===== config.mk =====
export PLATFORM = sky130hd
export DESIGN_NAME = fcc_axis
export DESIGN_NICKNAME = d
export VERILOG_FILES = /design/src/hw/rtl/fcc_pkg.sv /design/src/hw/rtl/fcc_axis.sv
export SDC_FILE = /design/constraint.sdc
export NUM_CORES = 1
export LEC_CHECK = 0
export BUFFER_PORTS_ARGS = -buffer_cell sky130_fd_sc_hd__buf_2
export CORE_UTILIZATION = 61
export CTS_CLUSTER_DIAMETER = 80
export CTS_CLUSTER_SIZE = 16
export DETAILED_ROUTE_END_ITERATION = 6
export PLACE_DENSITY = 0.95
export SYNTH_ARGS = -nofsm -noshare
export SYNTH_HDL_FRONTEND = slang
export SYNTH_SLANG_ARGS = --single-unit

===== constraint.sdc =====
create_clock -name clk -period 7.4 [get_ports clk]
set_input_delay 0.37 -clock clk [delete_from_list [all_inputs] [get_ports clk]]
set_output_delay 0.37 -clock clk [all_outputs]
set_load 0.05 [all_outputs]

===== src/hw/rtl/fcc_pkg.sv =====
`default_nettype none

package fcc_pkg;

  // Field widths fixed by the item format.
  localparam int MAP_W     = 6;
  localparam int FRAC_W    = 16;
  localparam int WD_W      = 24;
  localparam int ROW_W     = 9;
  localparam int COL_W     = 10;
  localparam int POS_W     = 22;
  localparam int TEX_W     = 6;
  localparam int CFG_IDX_W = 1;

  // Base point is at most 64.0 in Q16, and |base - player| fits the same width.
  localparam int BASE_W = MAP_W + 1 + FRAC_W;
  localparam int MAG_W  = BASE_W;
  localparam int DIFF_W = BASE_W + 1;

  // 2y - rows stays below 2^10 for any nine-bit row.
  localparam int DEN1_W = ROW_W + 1;

  // Quotient bits resolved per divider stage.
  localparam int DIV_STEP = 2;

  localparam logic [CFG_IDX_W-1:0] CFG_PLAYER_X = 1'b0;
  localparam logic [CFG_IDX_W-1:0] CFG_PLAYER_Y = 1'b1;

  typedef struct packed {
    logic [BASE_W-1:0] bx;
    logic [BASE_W-1:0] by;
    logic [WD_W-1:0]   wd;
    logic [ROW_W-1:0]  row;
    logic [COL_W-1:0]  col;
    logic              rej;
  } row_side_t;

  typedef struct packed {
    logic              neg;
    logic [ROW_W-1:0]  row;
    logic [COL_W-1:0]  col;
    logic              rej;
  } tail_t;

endpackage

`default_nettype wire


===== src/hw/rtl/fcc_axis.sv =====
`default_nettype none

module fcc_axis import fcc_pkg::*; #(
  parameter int TSIZE = 64,
  parameter int Q_W   = 48
) (
  input  logic             clk,
  input  logic             adv,
  input  logic [Q_W-1:0]   in_off,
  input  logic [POS_W-1:0] in_pos,
  input  logic             in_neg,
  output logic [TEX_W-1:0] out_texel,
  output logic             out_ok
);

  localparam int TW = $clog2(TSIZE);

  logic [Q_W:0]          sum;
  logic [Q_W:0]          sub;
  logic                  gt;
  logic [FRAC_W-1:0]     lo_back;
  logic [FRAC_W-1:0]     lo_nxt;
  logic                  isneg_nxt;
  logic                  small_nxt;
  logic [FRAC_W-1:0]     lo_r;
  logic                  isneg_r;
  logic                  small_r;
  logic [FRAC_W+TW-1:0]  tprod;
  logic [TW-1:0]         tq;
  logic [TW+TEX_W-1:0]   tq_ext;

  // Only the fraction of the blended point picks the texel, since the integer
  // part contributes whole multiples of the texture size.
  always_comb begin
    sum       = {1'b0, in_off} + (Q_W+1)'(in_pos);
    sub       = {1'b0, in_off} - (Q_W+1)'(in_pos);
    gt        = !sub[Q_W] && (sub[Q_W-1:0] != '0);
    lo_back   = ~sub[FRAC_W-1:0] + FRAC_W'(1);
    isneg_nxt = in_neg && gt;
    small_nxt = (sub[Q_W-1:FRAC_W] == '0);
    priority if (!in_neg) begin
      lo_nxt = sum[FRAC_W-1:0];
    end else if (gt) begin
      lo_nxt = sub[FRAC_W-1:0];
    end else begin
      lo_nxt = lo_back;
    end
  end

  always_ff @(posedge clk) begin
    if (adv) begin
      lo_r    <= lo_nxt;
      isneg_r <= isneg_nxt;
      small_r <= small_nxt;
    end
  end

  // A point just left of zero still maps to texel zero when it is less than
  // one texel away.
  always_comb begin
    tprod     = (FRAC_W+TW)'(lo_r) * (FRAC_W+TW)'(TSIZE);
    tq        = tprod[FRAC_W +: TW];
    tq_ext    = {{TEX_W{1'b0}}, tq};
    out_texel = tq_ext[TEX_W-1:0];
    out_ok    = !isneg_r || (small_r && (tq == '0));
  end

endmodule

`default_nettype wire


==> results of run 1 <==
## placed cells by master (no fill, tap or decap), types with 6 or more instances in the layout
cell        n
nand2_1    40
nor2_1     36
nand4_1    18
xor2_1      9
xnor2_1    11
or4_1       8
inv_1      40
o21ai_0    25
a31oi_1    10
o21a_1     11
o211ai_1    6
a21oi_1    33
buf_2      79
ha_1       37
o31ai_1     8
nand3_1     8
edfxtp_1    8
nor3_1     17
or3_1      14
a2111oi_0   6
a21o_1      6
## final cells by class
type,count,share of cell area
Inverter,40,0.0396
Clock buffer,3,0.0109
Timing Repair Buffer,79,0.104
Sequential cell,8,0.0633
Tap cell,70,0.0231
Multi-Input combinational cell,411,0.759
## synth_stat cells, types with 4 or more instances
library cell / instances / area (um^2)
nand4_1: 18 / 113
or2_2: 4 / 25.0
nand2_1: 40 / 150
a211oi_1: 5 / 37.5
clkbuf_1: 19 / 71.3
o211ai_1: 6 / 45.0
nand3_1: 8 / 40.0
o31a_1: 5 / 43.8
and2_1: 5 / 31.3
xnor2_1: 11 / 96.3
a211o_1: 4 / 35.0
o221ai_1: 5 / 43.8
or3_1: 14 / 87.6
mux2i_1: 4 / 40.0
a21o_1: 6 / 45.0
or4_1: 8 / 60.1
edfxtp_1: 8 / 240
nor4_1: 5 / 31.3
a21oi_1: 33 / 165
a31oi_1: 10 / 62.6
a2111oi_0: 6 / 52.6
o31ai_1: 8 / 60.1
o41ai_1: 5 / 43.8
o21a_1: 11 / 82.6
xor2_1: 9 / 78.8
nor3_1: 17 / 85.1
o21ai_0: 25 / 125
nand2b_1: 4 / 25.0
nor2b_1: 4 / 25.0
o21bai_1: 5 / 37.5
nor2_1: 36 / 135
ha_1: 37 / 463
inv_1: 40 / 150
## registers in the layout, indices dropped and copies added (netlist names)
register,cells
lo_r,6
small_r,1
isneg_r,1
## cell families (layout without fill, tap and decap cells)
logic type                 count (synthesis)  after routing  synth area share
and+or+nand+nor                          182            182             0.294
AOI/OAI and AO/OA                        165            165             0.350
buffers and inverters                     60            122            0.0695
adders and majority gates                 38             38             0.144
xor gates and xnor gates                  20             20            0.0523
DFF                                        8              8            0.0717
muxes                                      6              6            0.0187
## worst paths after layout
path | from | endpoint | slack [ns] | cells past startpoint
worst max-delay path | in_off[21] | lo_r[10] | 2.64 | 13
worst min-delay path | adv | lo_r[11] | 0.49 | 1
## stage by stage
step | cell area, um^2 | instances | utilization | hold slack, ns | setup WS (ns)
3_3_place_gp | 3750 | 608 | 0.721 | 0.714 | 2.50
6_report | 3790 | 611 | 0.729 | 0.489 | 2.64
5_1_grt | 3790 | 611 | 0.729 | 0.497 | 2.52
4_1_cts | 3790 | 611 | 0.729 | 0.493 | 2.91
3_5_place_dp | 3750 | 608 | 0.721 | 0.732 | 2.69
2_1_floorplan | 3350 | 479 | - | 0.482 | 3.84
## power by group through the flow
stage	Combinational, mW	Sequential (mW)	Clock, mW
after CTS	0.259	0.0609	0.0532
after global placement	0.252	0.0613	0
after floorplan	0.162	0.0794	0
final	0.269	0.0606	0.0540
after detailed placement	0.257	0.0616	0
after global routing	0.288	0.0611	0.0563
## per-layer routing
metal / up-vias / global-route usage / routed length [um]
met4: 0 / 0.108 / 401
met3: 69 / 0.0778 / 1400
met5: - / 0 / 0
li1: 1972 / - / -
met1: 1984 / 0.500 / 4510
met2: 344 / 0.620 / 4970
==> metrics.txt, run 1 <==
status finished, final reports clean; number of global-route vias before repair around 4k; Max Freq about 210 MHz; Async SR Flop Fraction 0; DPL Wire Length between 9 and 10 mm; sequential share of power 0.158; drt first pass iters 6; H-tree Lvls 1; syn_area_per_cell 7.00 um^2; #FFs+latches synth 8; clock transition at the registers of the reported paths around 0.05 ns; die area about 0.0058 mm^2; Vias between 4k and 5k; Root Driver clkbuf_8; syn_nets a little under 600; CP max-delay cell a2111oi_1; Top cell by count, worst path nand4_1; final WL about 11 mm; CTS hold repair buffers 0; register area ~240 um^2; crit path launch type primary input; RSZ-0062 raised after global routing no; die height roughly 76 um; Initial Util 0.644; PostCTS Resize Cnt 0; Pwr per Cell Area 101 mW/mm^2; GRT Residual Overflow 0; HP Class primary input to register; Worst Setup End Kind register; Syn Inst Count about 480; worst path required time ~7.4 ns; critical path arrival around 4.7 ns; IO Port Bufs between 70 and 80; Iter 0 DRT Violations 636; switching fraction of total power 0.507; clock sinks 8; Multi-input gate area 0.00288 mm^2; Synth cell types 70; maximum VDD drop between 0.00009 and 0.0001 V; Post-route DRC 0; Fill cells 428; CP Cell Sequence buf_2 -> ha_1 -> a2111oi_1 -> o21ai_1 -> a21o_1 -> nor3_1 -> mux2i_1 -> nand4_1 -> nor4_2 -> nand4_1 -> o31ai_4 -> o21bai_1 -> nand3_1; largest net degree at the start of global routing 16; Hold Vio Cnt, Final 0; DR WL/cell 18.5 um; area of the mapped netlist 0.00335 mm^2; Crit Path Class primary input to register; Tot Pwr ~380 uW; Core Box Area 0.00520 mm^2; Synth Flop Type edfxtp_1; P&R area growth vs syn 13.2%; Inserted Clock Buffers 3; CP max stage delay 0.96 ns; Least-Margin Pin Slew 0.984 ns; Post-synth EDFFs 8; clk buf depth 2; antenna cells 0; sequential cell area fraction in the yosys report 0.0717; max cap viols 0; Leak 1.61 nW; Clock power frac 0.141; Final GP Congestion about 1.1; critical path's top delay family compound AO/OA/AOI/OAI gates; setup_tns 0 ns; first-pass GRT wire length ~18 mm; synth warn 0; final setup fails 0; DRT antenna net count 0; # IOs 80; crit path time final ~4.8 ns; Rel. slew slack 0.343; GRT Util Overall 0.379; max-slew violation count 0; layout cells sized above 1 0.187; row count 26; antenna violations before repair 0; Via density between 7 and 8; die width roughly 76 um; Comb pwr share 0.701; NetSw 194 uW; CP max FO 11; CP bufs+invs 1; final net count approximately 650; P_int 189 uW; period utilization 0.644; postcts setup bufs 0; TritonCTS clock tree built
(Power assumes the default switching activity.)
==> inputs of run 2 (changes only) <==
ABC_AREA = 1   (was not set)
CORE_UTILIZATION = 58   (was 61)
PLACE_DENSITY = 0.92   (was 0.95)
clock period = 4.59 ns   (was 7.4 ns; I/O delays follow)
==> run 2 against run 1 <==
Effect of this change:
- wire length rose by 18%
- hold slack got worse by 0.16 ns
- synthesized area rose by 26%
- first-iteration DRC count fell by 9.7%
- synthesized cell count rose by 76%
- critical path type unchanged
==> metrics.txt, run 2 <==
Least-Margin Pin Slew 0.738 ns; non-filler cells, final 1018; row count 30; die width roughly 87 um; syn_area_per_cell around 5.0 um^2; TritonCTS clock tree built; Hold Slack 0.330 ns; period utilization 0.652; placed insts 1015; Hold EP lo_r[12]; status finished, final reports clean; Iter 0 DRT Violations 574; largest net degree at the start of global routing 10; maximum VDD drop around 0.000076 V; clock transition at the registers of the reported paths 0.04 ns; Largest register FFs 6; Post-route DRC 0; Largest Register lo_r; drt first pass iters 6; PostCTS Resize Cnt 0; critical path arrival about 3 ns; synth warn 0; sequential cell area fraction in the yosys report 0.0570; max cap viols 0; GRT Util Overall 0.355; Max Freq 334 MHz; most instantiated cells after synthesis 307 x nand2_1, 175 x inv_1, 95 x nor2_1; top cell type's share of synthesized area 0.273; Worst Setup End Kind register; postcts setup bufs 0; Synth Flop Type edfxtp_1; die height around 87 um; Leak approximately 2.9 nW; HP Class primary input to register; final setup fails 0; clock sinks 8; Hold Vio Cnt, Final 0; Final GP Congestion between 1 and 1.5; #FFs+latches synth 8; final WL roughly 13 mm; Post-DP Area roughly 0.0047 mm^2; GRT Residual Overflow 0; Vias approximately 5.5k; antenna cells 0; clk buf depth 2; leading cell type in the layout, fill and taps excluded nand2_1; Hold Path Depth 1; Post-synth EDFFs 8; area leader, netlist nand2_1; Initial Util 0.610; start point of the worst min-delay path adv; post-route cell area ~0.0048 mm^2; # IOs 80; Synth cell types 40; IO Port Bufs slightly below 80; Tot Pwr 696 uW; pre-CTS setup slack 1.46 ns; antenna violations before repair 0; Via density approximately 5.4; crit path time final ~3 ns; first-pass GRT wire length 21.2 mm; Pwr per Cell Area roughly 150 mW/mm^2; biggest regs lo_r x6, isneg_r x1, small_r x1; top-count cell post-synth nand2_1; Inserted Clock Buffers 3; Rel. slew slack 0.502; number of global-route vias before repair roughly 4.7k; Core Box Area just under 0.007 mm^2; worst path required time approximately 4.6 ns; Async SR Flop Fraction 0; CP max FO 7; die area 0.00761 mm^2; max-slew violation count 0; Syn Inst Count 842; DRT antenna net count 0; CTS hold repair buffers 0; setup ws final ~1.6 ns; Fill cells between 700 and 800; Root Driver clkbuf_8; DPL Wire Length 11.7 mm; layout cells sized above 1 0.130; crit path launch type primary input; RSZ-0062 raised after global routing no; final design utilization 0.689; Crit Path Class primary input to register; DR WL/cell 13.1 um; syn_nets 953; P&R area growth vs syn 12.9%; largest cells by area after synthesis nand2_1 27%, inv_1 16%, ha_1 11%; final net count about 1.0k; H-tree Lvls 1; setup_tns 0 ns; area of the mapped netlist around 0.0042 mm^2; most frequent cells in the layout 307 x nand2_1, 175 x inv_1, 95 x nor2_1, 79 x buf_2, 68 x nand3_1
## run 2: layout make-up
class | instances | area (um^2) | share of cell area
clock buffers | 3 | 41.3 | 0.00868
inverters | 182 | 683 | 0.144
multi-input cells | 650 | 3280 | 0.689
flip-flops and latches | 8 | 240 | 0.0505
well taps | 96 | 120 | 0.0252
repair buffers | 79 | 395 | 0.0831
## run 2: cells by family (layout without fill, tap and decap cells)
kind of cell	after synthesis	in the layout	synth area share
and+or+nand+nor	546	546	0.557
buffers and inverters	184	264	0.165
AOI/OAI and AO/OA	48	48	0.0653
adders and majority gates	38	38	0.115
xor gates and xnor gates	18	18	0.0410
DFF	8	8	0.0570
## run 2: how the worst max path moves through the flow
stage	cells past startpoint	slack, ns	start	to
CTS	22	1.69	in_off[0]	lo_r[11]
floorplan	23	2.01	in_off[0]	lo_r[11]
detailed placement	22	1.46	in_off[0]	lo_r[11]
global placement	22	1.48	in_off[0]	lo_r[11]
global route	22	1.38	in_off[0]	lo_r[12]
finish	22	1.60	in_off[0]	lo_r[12]
## run 2: routing by layer
| metal | part of all wire | up-vias | GRT usage |
|---|---|---|---|
| li1 | - | 2756 | - |
| met1 | 0.43 | 2364 | 0.480 |
| met2 | 0.43 | 305 | 0.575 |
| met3 | 0.11 | 40 | 0.0578 |
| met4 | 0.028 | 0 | 0.109 |
| met5 | 0 | - | 0 |
## run 2: critical path, stage by stage
cell and delay, ns:
buf_2 0.09, inv_1 0.04, ha_1 0.21, fa_1 0.41, inv_1 0.07, nand3_1 0.10
nor2_1 0.26, o21bai_1 0.13, nand2_2 0.12, nand2_1 0.15, nand3_1 0.15, nand2_1 0.06
nor2_1 0.13, nand2_1 0.07, nor2_1 0.11, nand2_1 0.10, nor2_2 0.14, nand2_4 0.09
nand2_4 0.09, nand3_1 0.08, nand2_1 0.08, nand2_1 0.05
## run 2: report_power, final
group          switching, mW  internal [mW]  total [mW]  leakage (nW)
clock network         0.0236         0.0564      0.0801        0.0216
logic                  0.353          0.166       0.519          2.76
registers            0.00336         0.0936      0.0970        0.0779
total                  0.380          0.316       0.696          2.86
