--- src/hw/rtl/fcc_pkg.sv ---
`default_nettype none

package fcc_pkg;

  // Field widths fixed by the item format.
  localparam int MAP_W     = 6;
  localparam int FRAC_W    = 16;
  localparam int WD_W      = 24;
  localparam int ROW_W     = 9;
  localparam int COL_W     = 10;
  localparam int POS_W     = 22;
  localparam int TEX_W     = 6;
  localparam int CFG_IDX_W = 1;

  // Base point is at most 64.0 in Q16, and |base - player| fits the same width.
  localparam int BASE_W = MAP_W + 1 + FRAC_W;
  localparam int MAG_W  = BASE_W;
  localparam int DIFF_W = BASE_W + 1;

  // 2y - rows stays below 2^10 for any nine-bit row.
  localparam int DEN1_W = ROW_W + 1;

  // Quotient bits resolved per divider stage.
  localparam int DIV_STEP = 2;

  localparam logic [CFG_IDX_W-1:0] CFG_PLAYER_X = 1'b0;
  localparam logic [CFG_IDX_W-1:0] CFG_PLAYER_Y = 1'b1;

  typedef struct packed {
    logic [BASE_W-1:0] bx;
    logic [BASE_W-1:0] by;
    logic [WD_W-1:0]   wd;
    logic [ROW_W-1:0]  row;
    logic [COL_W-1:0]  col;
    logic              rej;
  } row_side_t;

  typedef struct packed {
    logic              neg;
    logic [ROW_W-1:0]  row;
    logic [COL_W-1:0]  col;
    logic              rej;
  } tail_t;

endpackage

`default_nettype wire

--- src/hw/rtl/fcc_div.sv ---
`default_nettype none

module fcc_div import fcc_pkg::*; #(
  parameter int NUM_W  = 25,
  parameter int DEN_W  = 10,
  parameter int SIDE_W = 1
) (
  input  logic              clk,
  input  logic              rst_n,
  input  logic              adv,
  input  logic              in_valid,
  input  logic [NUM_W-1:0]  in_num,
  input  logic [DEN_W-1:0]  in_den,
  input  logic [SIDE_W-1:0] in_side,
  output logic              out_valid,
  output logic [NUM_W-1:0]  out_quot,
  output logic [SIDE_W-1:0] out_side
);

  localparam int NST = (NUM_W + DIV_STEP - 1) / DIV_STEP;

  // The numerator shifts out at the top while quotient bits shift in at the bottom.
  logic              v_a    [0:NST];
  logic [DEN_W-1:0]  rem_a  [0:NST];
  logic [NUM_W-1:0]  nq_a   [0:NST];
  logic [DEN_W-1:0]  den_a  [0:NST];
  logic [SIDE_W-1:0] side_a [0:NST];

  assign v_a[0]    = in_valid;
  assign rem_a[0]  = '0;
  assign nq_a[0]   = in_num;
  assign den_a[0]  = in_den;
  assign side_a[0] = in_side;

  for (genvar s = 0; s < NST; s++) begin : g_stage
    localparam int FIRST = s * DIV_STEP;
    localparam int CNT   = (NUM_W - FIRST < DIV_STEP) ? (NUM_W - FIRST) : DIV_STEP;

    logic              v_r;
    logic [DEN_W-1:0]  rem_r;
    logic [NUM_W-1:0]  nq_r;
    logic [DEN_W-1:0]  den_r;
    logic [SIDE_W-1:0] side_r;
    logic [DEN_W-1:0]  rem_nxt;
    logic [NUM_W-1:0]  nq_nxt;

    always_comb begin : restore
      logic [DEN_W:0] trial;
      rem_nxt = rem_a[s];
      nq_nxt  = nq_a[s];
      trial   = '0;
      for (int k = 0; k < CNT; k++) begin
        trial = {rem_nxt, nq_nxt[NUM_W-1]};
        if (trial >= {1'b0, den_a[s]}) begin
          rem_nxt = DEN_W'(trial - {1'b0, den_a[s]});
          nq_nxt  = {nq_nxt[NUM_W-2:0], 1'b1};
        end else begin
          rem_nxt = trial[DEN_W-1:0];
          nq_nxt  = {nq_nxt[NUM_W-2:0], 1'b0};
        end
      end
    end

    always_ff @(posedge clk) begin
      if (!rst_n) begin
        v_r <= 1'b0;
      end else if (adv) begin
        v_r <= v_a[s];
      end
    end

    always_ff @(posedge clk) begin
      if (adv) begin
        rem_r  <= rem_nxt;
        nq_r   <= nq_nxt;
        den_r  <= den_a[s];
        side_r <= side_a[s];
      end
    end

    assign v_a[s+1]    = v_r;
    assign rem_a[s+1]  = rem_r;
    assign nq_a[s+1]   = nq_r;
    assign den_a[s+1]  = den_r;
    assign side_a[s+1] = side_r;
  end

  assign out_valid = v_a[NST];
  assign out_quot  = nq_a[NST];
  assign out_side  = side_a[NST];

endmodule

`default_nettype wire

--- config.mk ---
export PLATFORM = sky130hd
export DESIGN_NAME = fcc_div
export DESIGN_NICKNAME = d
export VERILOG_FILES = /design/src/hw/rtl/fcc_pkg.sv /design/src/hw/rtl/fcc_div.sv
export SDC_FILE = /design/constraint.sdc
export NUM_CORES = 1
export LEC_CHECK = 0
export BUFFER_PORTS_ARGS = -buffer_cell sky130_fd_sc_hd__clkbuf_2
export CAP_MARGIN = 20
export CORE_ASPECT_RATIO = 1.25
export CORE_MARGIN = 1.5
export CORE_UTILIZATION = 40
export CTS_CLUSTER_SIZE = 14
export DETAILED_ROUTE_END_ITERATION = 12
export SLEW_MARGIN = 5
export SYNTH_ARGS = -nofsm -noshare
export SYNTH_HDL_FRONTEND = slang
export SYNTH_SLANG_ARGS = --single-unit
--- constraint.sdc ---
create_clock -name clk -period 10.7 [get_ports clk]
set_input_delay 1.605 -clock clk [delete_from_list [all_inputs] [get_ports clk]]
set_output_delay 1.605 -clock clk [all_outputs]
set_load 0.03 [all_outputs]
==> results.txt, run 1 <==
At the pin with the least slew margin, the transition time is 1.01 ns. For this run, the slowest stage of the critical path takes 0.57 ns. Ranked by total cell area, the synthesized netlist is headed by sky130_fd_sc_hd__edfxtp_1 (56%), sky130_fd_sc_hd__ha_1 (9.8%), sky130_fd_sc_hd__mux2_2 (5.9%). The tools report the number of inserted filler cells in the final layout as 6,782. The tightest min-delay check is of the reg2reg type.

The number of nets in the layout is 2,749, and the horizontal extent of the die is 251 um. Max-cap violations in this run came to 0. The time the final worst path needs with I/O delays and setup works out to 5.39 ns.

The run finished with clean final reports. The analysis attributes to cell leakage a power of 13.4 nW. The total setup buffers inserted after CTS is 0.

The smallest setup slack after layout was 5.31 ns; the share of async-settable or async-resettable flops after synthesis was 0%. During placement, the flow inserted port buffers numbering 66. Of the total synthesized cell area, the portion taken by XOR and XNOR cells is 4.11%. The clock transition at the register clock pins on the worst setup and hold paths after CTS is 0.06 ns. For the data required time of the worst path, the log shows 11.07 ns. Walking the worst path, the cells encountered are inv_1 > ha_1 > nor2b_1 > o21ai_0 > a211o_1 > a21oi_1 > o31ai_4 > mux2_2 > inv_1 > ha_1 > nor2b_1 > o31a_1 > nor3_1 > o31ai_1 > o211ai_1 > and3_1 > mux2_2.

Most frequent cell after synthesis: sky130_fd_sc_hd__edfxtp_1. Entering global routing, the biggest net connects 126 pins. For the final routed database, the setup TNS stands at 0 ns. The synthesized netlist devotes 7.04% of its cell area to simple gates. Data on the critical path arrives at its endpoint at 5.75 ns. For this design, the slowest cell found on the critical path is sky130_fd_sc_hd__and3_1. Count of hold-fix buffers inserted at cts: 0. The cell count after synthesis came out at 2,329. For the final instance area, the log shows 34,500 um^2. Counting every sink on the clock net gives 591.

Summing all placed instances gives a cell area of 32,400 um^2. Derived from the worst setup path, the maximum achievable clock frequency is 186 MHz. The most used flip-flop cell after synthesis is sky130_fd_sc_hd__edfxtp_1. In the final layout, the share of cells above drive strength 1 is 14.3%. The first global-routing pass estimated 97,400 um of wire.

In this run, CTS created clock tree buffers numbering 60. For the post-route worst hold slack, the log shows 0.410 ns. When the netlist entered floorplanning its net count stood at 2,634. The number of antenna diodes in the final layout is 0.

The tools report the clock root buffer master as sky130_fd_sc_hd__clkbuf_16. The wire-length estimate of the detail-placed layout is 44,900 um. The count of nets left with antenna violations once routing finished came out at 0.

Summing the areas of all compound-gate instances in the mapped netlist gives 9.48% of the synthesized area. After synthesis, the largest family of logic cells by area is adder cells. The placeable core region is 76,200 um^2, and the sequential fraction of the synthesis area is 57.1%. The launch instance of the worst min-delay path is g_stage[5].nq_r[13]. The critical path endpoint category is a flop. For this run the aggregate overflow at the end of global routing stands at 0. During synthesis, Yosys emitted a total of 0 warnings. The number of buffers on the longest clock path was 3; the layout overhead on the synthesized area was 11.8%.

The average instance in the mapped netlist occupies 13.3 um^2. The count of standard-cell rows was 113; the netlist area before placement was 30,900 um^2. The depth of the CTS H-tree is 2, and the worst setup timing slack at the placement stage is 5.26 ns. The number of DRC markers after the initial detailed-route iteration came out at 940. The count of final max-slew check failures is 0.

In the routed design, unresolved DRC markers number 0. For this run, the detailed router's first-pass iteration total came to 5. Overall power consumption after layout is estimated at 12.2 mW. Dividing total power by cell area gives a power density of 354 nW/um^2. Pin placement for this block handled 67 I/O pins. The commonest cells after synthesis are sky130_fd_sc_hd__edfxtp_1 (578), sky130_fd_sc_hd__ha_1 (242), sky130_fd_sc_hd__inv_1 (231), sky130_fd_sc_hd__mux2_2 (162), sky130_fd_sc_hd__nor2_1 (123). The vertical die dimension is 314 um, and the highest net fanout along the worst path is 11.

TritonCTS built the clock tree. The routed via count divided by cell count is 5.24, and the final wirelength is 60,800 um. The flip-flop and latch count after synthesis is 591.

The critical path starts at g_stage[3].den_r[1]. On the final layout, the worst clock skew is 0.0136 ns. The synthesized netlist devotes 11.3% of its cell area to adder and majority cells.

The share of cell area taken by muxes after synthesis is 7.81%. The cell type contributing the most total cell area after synthesis was sky130_fd_sc_hd__edfxtp_1. The number of enable flip-flop cells after synthesis was 578. The number of global-route vias before repair is 18,900, and the share of the clock period used by the worst path after layout is 50.4%. Number of antenna violations at the first check in global routing: 0. Setup repair after global routing left no endpoint under its margin. The overall fraction of global-route tracks in use came out at 15.4%.

The tools report the count of endpoints failing hold in the final timing report as 0. The later-pin clock latency in the skew report is 0.63 ns, and the routed wirelength normalized by instance count is 17.5 um. Via count: 18,200.

The setup path with the least slack is of type reg2reg. The tools report the worst slew margin relative to its limit as 32.8%. The run gives 0 as the final count of negative-setup-slack endpoints. Once the clock tree was built, the resizer swapped 0 gates to a different size. Top-area cell type share of the netlist area: 56.2%. The worst setup path is launched from a flop.

The tools report the global placer's final weighted congestion as 0.889. The tools report the post-synthesis cell type count as 73. The tools report the floorplan die area as 78,900 um^2. For this configuration, the core starts out at a cell density of 40.5%. The startpoint identified for the worst register-to-register timing path is g_stage[3].den_r[1].

Across the VDD grid, the largest voltage drop is 0.000202 V.
metal layers:
metal / wire length (um) / GRT usage, %
met5: 0 / 0
met4: 3040 / 7.85
met3: 1780 / 2.35
met2: 32000 / 28.5
met1: 23900 / 17.0
critical path: cells and delay by family, from the launching register on:
kind                       cells  cell delay (ns)
DFF                            1             0.50
muxes                          2             0.87
adders and majority gates      2             0.49
and+or+nand+nor                4             1.13
AOI/OAI and AO/OA              7             1.87
buffers and inverters          2             0.25
worst paths after layout:
check	endpoint	slack, ns	depth (start not counted)
max	g_stage[4].rem_r[7]	5.31	17
min	g_stage[6].nq_r[15]	0.41	0
max reg2reg	g_stage[4].rem_r[7]	5.31	17
min reg2reg	g_stage[6].nq_r[15]	0.41	0
cell usage in the layout (no fill, tap or decap), types with 18 or more instances in the layout:
master / n
sky130_fd_sc_hd__edfxtp_1: 578
sky130_fd_sc_hd__nor2b_1: 68
sky130_fd_sc_hd__xnor2_1: 96
sky130_fd_sc_hd__o21ai_0: 97
sky130_fd_sc_hd__nand2_1: 49
sky130_fd_sc_hd__nor3_1: 47
sky130_fd_sc_hd__a21oi_1: 106
sky130_fd_sc_hd__nand2b_1: 18
sky130_fd_sc_hd__inv_1: 231
sky130_fd_sc_hd__nor2_1: 123
sky130_fd_sc_hd__fa_1: 23
sky130_fd_sc_hd__clkbuf_16: 62
sky130_fd_sc_hd__ha_1: 242
sky130_fd_sc_hd__o21bai_1: 21
sky130_fd_sc_hd__nand3_1: 29
sky130_fd_sc_hd__mux2_2: 162
sky130_fd_sc_hd__clkbuf_2: 65
sky130_fd_sc_hd__nand4_1: 36
sky130_fd_sc_hd__o21a_1: 36
sky130_fd_sc_hd__mux2i_1: 43
sky130_fd_sc_hd__a21o_1: 41
sky130_fd_sc_hd__xor2_1: 49
stage by stage:
| step | utilization (%) | instances |
|---|---|---|
| after floorplan | - | 2329 |
| after global placement | 42.5 | 3358 |
| after detailed placement | 42.5 | 3358 |
| after CTS | 45.3 | 3472 |
| after global routing | 45.3 | 3473 |
| final | 45.3 | 3473 |
sequential cells by signal (all words and copies together), names as in the netlist:
register	flops
g_stage.nq_r	300
g_stage.den_r	120
g_stage.rem_r	120
out_quot	25
g_stage.side_r	12
g_stage.v_r	12
out_side	1
out_valid	1
kinds of logic (layout without fill, tap and decap cells):
family,Yosys count,in the layout
flops,591,591
compound gates,435,435
fa+ha+maj,265,265
xor+xnor,145,145
simple gates,423,423
buf+inv,251,418
mux,219,219
cell type report:
type,count,area [um^2],area share [%]
flip-flops and latches,591,17600,51.0
multi-input cells,1487,12300,35.6
clock buffers,76,1610,4.68
well taps,977,1220,3.54
inverters,231,867,2.51
clock inverters,38,500,1.45
repair buffers,73,425,1.23
report_power, final:
| part | internal, mW | total [mW] | switching [mW] | leakage [nW] |
|---|---|---|---|---|
| Clock | 1.33 | 2.23 | 0.895 | 1.01 |
| Combinational | 3.10 | 6.45 | 3.34 | 6.66 |
| Sequential | 3.32 | 3.54 | 0.225 | 5.73 |
| Total | 7.76 | 12.2 | 4.46 | 13.4 |
Note: power is estimated with default switching activity, not from simulation.
==> run 2, diff against run 1 <==
clock period = 5.05 ns   (was 10.7 ns; I/O delays follow)
==> run 2 against run 1 <==
Critical path depth grew 1. Routed wire length fell by 0.86%. Cell area grew 1.1%. Critical endpoint is now g_stage[9].rem_r[8]. First-iteration DRC count down 8.7%. Sequential share of layout area fell by 0.57 points. Clock skew rose by 0.0062 ns. Global-route usage increased by 0.11 points. Sequential cell count stayed put. Combinational power rose by 120%. Register-to-register slack lost 5.0 ns. Via count rose by 0.28%. Fmax rose by 13%.
==> results.txt, run 2 (synthesis results as in run 1) <==
The run finished with clean final reports. The vertical die dimension came out at 314 um. The net switching fraction of the power was 36.3%; the starting utilization of the core area was 40.5%.

The tightest min-delay check is of the in2reg type. In this run the count of I/O pins placed on the die edge is 67. The tools report the total placed cells including tap cells as 3,385.

After detailed routing, the met3 layer carries 1920 um of wire. Half-perimeter wire length after placement: 44,700 um. The most critical setup path has its endpoint at g_stage[9].rem_r[8].

STA classifies the critical path startpoint as a flop. Counting cells, the worst reg-to-reg path comes to 18. Data on the critical path arrives at its endpoint at 5.12 ns. Clock-pin slew was measured on the worst setup and hold paths at 0.07 ns. The die covers 78,900 um^2. The cell with the largest stage delay on the worst path was sky130_fd_sc_hd__mux2_2. For the pin with the worst max-slew slack, the measured transition is 0.884 ns. IR analysis of the VDD net gives a maximum drop of 0.000379 V. The TritonCTS buffer count is 66. The flip-flop count of the largest register, all copies and words added came out at 300. For the switching power total, the log shows 9.59 mW. Counting along the longest clock path gives a buffer depth of 3. The power density of the placed cells was 757 nW/um^2. Dividing the detail-routed via count by the number of cells gives 5.22. The critical path goes through inv_1 > ha_1 > nor2b_1 > o31ai_4 > a31oi_4 > a31oi_4 > a31oi_4 > mux2_2 > inv_1 > ha_1 > nor2b_1 > o31a_1 > o31a_1 > o31a_1 > o221ai_1 > nand3_1 > buf_4 > mux2_1.

The run gives 15.5% as the overall fraction of global-route tracks in use. The run gives 19,200 as the number of global-route vias before repair. The worst register-to-register path begins at g_stage[8].den_r[1]. Buffers placed on the I/O ports in this run total 66.

The detailed router put a total of 24,200 um of wire on met1. The analysis attributes to cell leakage a power of 13.6 nW. The tools report the critical path endpoint category as a flop. The post-layout instance count excluding filler cells was 3,500. The routed design uses 32,100 um of met2 wire. Setup violations remaining at the end of the flow were counted as 0. The depth of the CTS H-tree was 3; the highest net fanout along the worst path was 11.

The combinational power share is 53.3%. Setup repair after global routing left no endpoint under its margin. The number of antenna violations at the first check in global routing came out at 0. The die is 251 um wide. The first global-routing pass estimated 98,000 um of wire. For this run the aggregate overflow at the end of global routing stands at 0. After routing, the total negative slack on setup checks comes to 0 ns. The logs give 591 for the total number of clock tree sinks and 113 for the count of standard-cell rows. Count of antenna-violating nets left after detailed routing: 0. For the number of nets in the layout, the log shows 2,781.

The most common library cell in the layout ignoring fill and taps is sky130_fd_sc_hd__edfxtp_1. The completed layout was analyzed and its total power is 26.4 mW. The share of the clock period used by the worst path after layout is 94.7%, and the number of DRC violations after detailed routing is 0.

The layout overhead on the synthesized area is 13.1%, and the count of final max-slew check failures is 0. The largest registers in the layout are g_stage.nq_r x300, g_stage.den_r x120, g_stage.rem_r x120. The kind of critical path is reg2reg. Of the total power, the clock network draws 18.4%. Count of endpoints failing hold in the final timing report: 0. Across all layers, the routed design uses 18,300 vias. The run gives 16.8 mW as the internal power consumption. The register with the most flip-flops in the final layout is g_stage.nq_r.

The uppermost layer routed was met4. In the layout the commonest cells are sky130_fd_sc_hd__edfxtp_1 (578), sky130_fd_sc_hd__ha_1 (242), sky130_fd_sc_hd__inv_1 (231). Across the run, the number of max-cap violations was 0. Per report_power, the sequential group accounts for 28.4% of the total. For this run, the detailed router's first-pass iteration total came to 5. The worst reg-to-reg setup slack came out at 0.27 ns. For the largest net degree at the start of global routing, the log shows 105.

TritonCTS built the clock tree. Counting I/O delays and the setup requirement, the final critical path takes 4.78 ns. In this run the tightest slew margin relative to its limit is 41.1%. The first routing iteration left 858 violations. The run gives 0.867 as the global placer's final weighted congestion. The highest clock rate is 209 MHz.

Dividing the detail-routed wire length by the instance count gives 17.2 um. The share of layout cells above drive strength 1 is 15.6%. The worst register-to-register path ends at g_stage[9].rem_r[8].

The data required time of the worst path came out at 5.39 ns. Clock root buffer master: sky130_fd_sc_hd__clkbuf_16. Clock latency on the worst-skew pair, taken at its later pin, is 0.60 ns. The final layout contains routed wiring with a total length of 60,300 um.

On the worst path, the slowest cell contributes a delay of 0.42 ns. The number of antenna diodes in the final layout is 0. The final clock skew is 0.0199 ns, and the placeable core region is 76,200 um^2. Timing startpoint of the critical path: g_stage[8].den_r[1]. Buffers added to address setup during post-CTS repair amount to 0.
[run 2: cell count changes in the layout (fill, tap and decap cells not counted), moves of 3 or more]
cell / previous run / this run
sky130_fd_sc_hd__inv_6: 0 / 3
sky130_fd_sc_hd__buf_4: 5 / 27
sky130_fd_sc_hd__clkbuf_16: 62 / 71
sky130_fd_sc_hd__clkbuf_1: 13 / 9
sky130_fd_sc_hd__a31oi_4: 2 / 5
sky130_fd_sc_hd__bufinv_16: 11 / 7
sky130_fd_sc_hd__a31oi_1: 15 / 11
sky130_fd_sc_hd__clkinv_4: 5 / 1
sky130_fd_sc_hd__buf_12: 1 / 6
[run 2: per-stage QoR]
stage | worst slack, ns | util (%) | instance area, um^2 | hold WS, ns
after floorplan | 0.656 | - | 30900 | 0.400
after global placement | 0.252 | 42.8 | 32600 | 0.400
after detailed placement | 0.206 | 42.8 | 32600 | 0.405
after CTS | 0.152 | 45.7 | 34800 | 0.271
after global routing | 0.0203 | 45.8 | 34900 | 0.281
final | 0.268 | 45.8 | 34900 | 0.326
[run 2: power groups by stage]
stage          combinational, mW  clock (mW)  sequential (mW)
5_1_grt                     15.6        5.20             7.60
2_1_floorplan               11.0           0             7.42
3_3_place_gp                13.6           0             7.60
6_report                    14.1        4.85             7.50
4_1_cts                     14.0        5.04             7.52
3_5_place_dp                13.9           0             7.62
[run 2: routing by layer]
layer	track usage, %	up-vias
li1	-	9003
met1	17.0	8853
met2	29.1	281
met3	2.77	127
met4	6.43	0
met5	0	-
[run 2: final cells by class]
class / count / area (um^2)
fill: 6752 / 41300
sequential: 591 / 17600
multi-input combinational: 1487 / 12400
clock buffer: 80 / 1810
tap: 977 / 1220
inverter: 231 / 867
timing repair buffer: 99 / 663
clock inverter: 35 / 373
[run 2: worst min-delay path by stage]
stage                         from                    to  slack [ns]  cells past startpoint
2_1_floorplan   g_stage[9].nq_r[8]  g_stage[10].nq_r[10]        0.40                      0
3_3_place_gp   g_stage[10].nq_r[0]   g_stage[11].nq_r[2]        0.40                      0
3_5_place_dp   g_stage[9].nq_r[17]  g_stage[10].nq_r[19]        0.40                      0
4_1_cts                 in_num[18]   g_stage[0].nq_r[20]        0.27                      1
5_1_grt                 in_num[18]   g_stage[0].nq_r[20]        0.28                      1
6_report                in_num[18]   g_stage[0].nq_r[20]        0.33                      1
[run 2: worst max-delay path: cells and delay by family (launching register included)]
family | cells | cell delay, ns
DFF | 1 | 0.40
buffers and inverters | 3 | 0.39
AOI/OAI and AO/OA | 8 | 1.90
and+or+nand+nor | 3 | 0.53
muxes | 2 | 0.75
adders and majority gates | 2 | 0.55
[run 2: repair_timing]
action,in CTS,in global routing
endpoints found under the setup margin,0,46
hold buffers,0,0
gates resized for setup,0,13
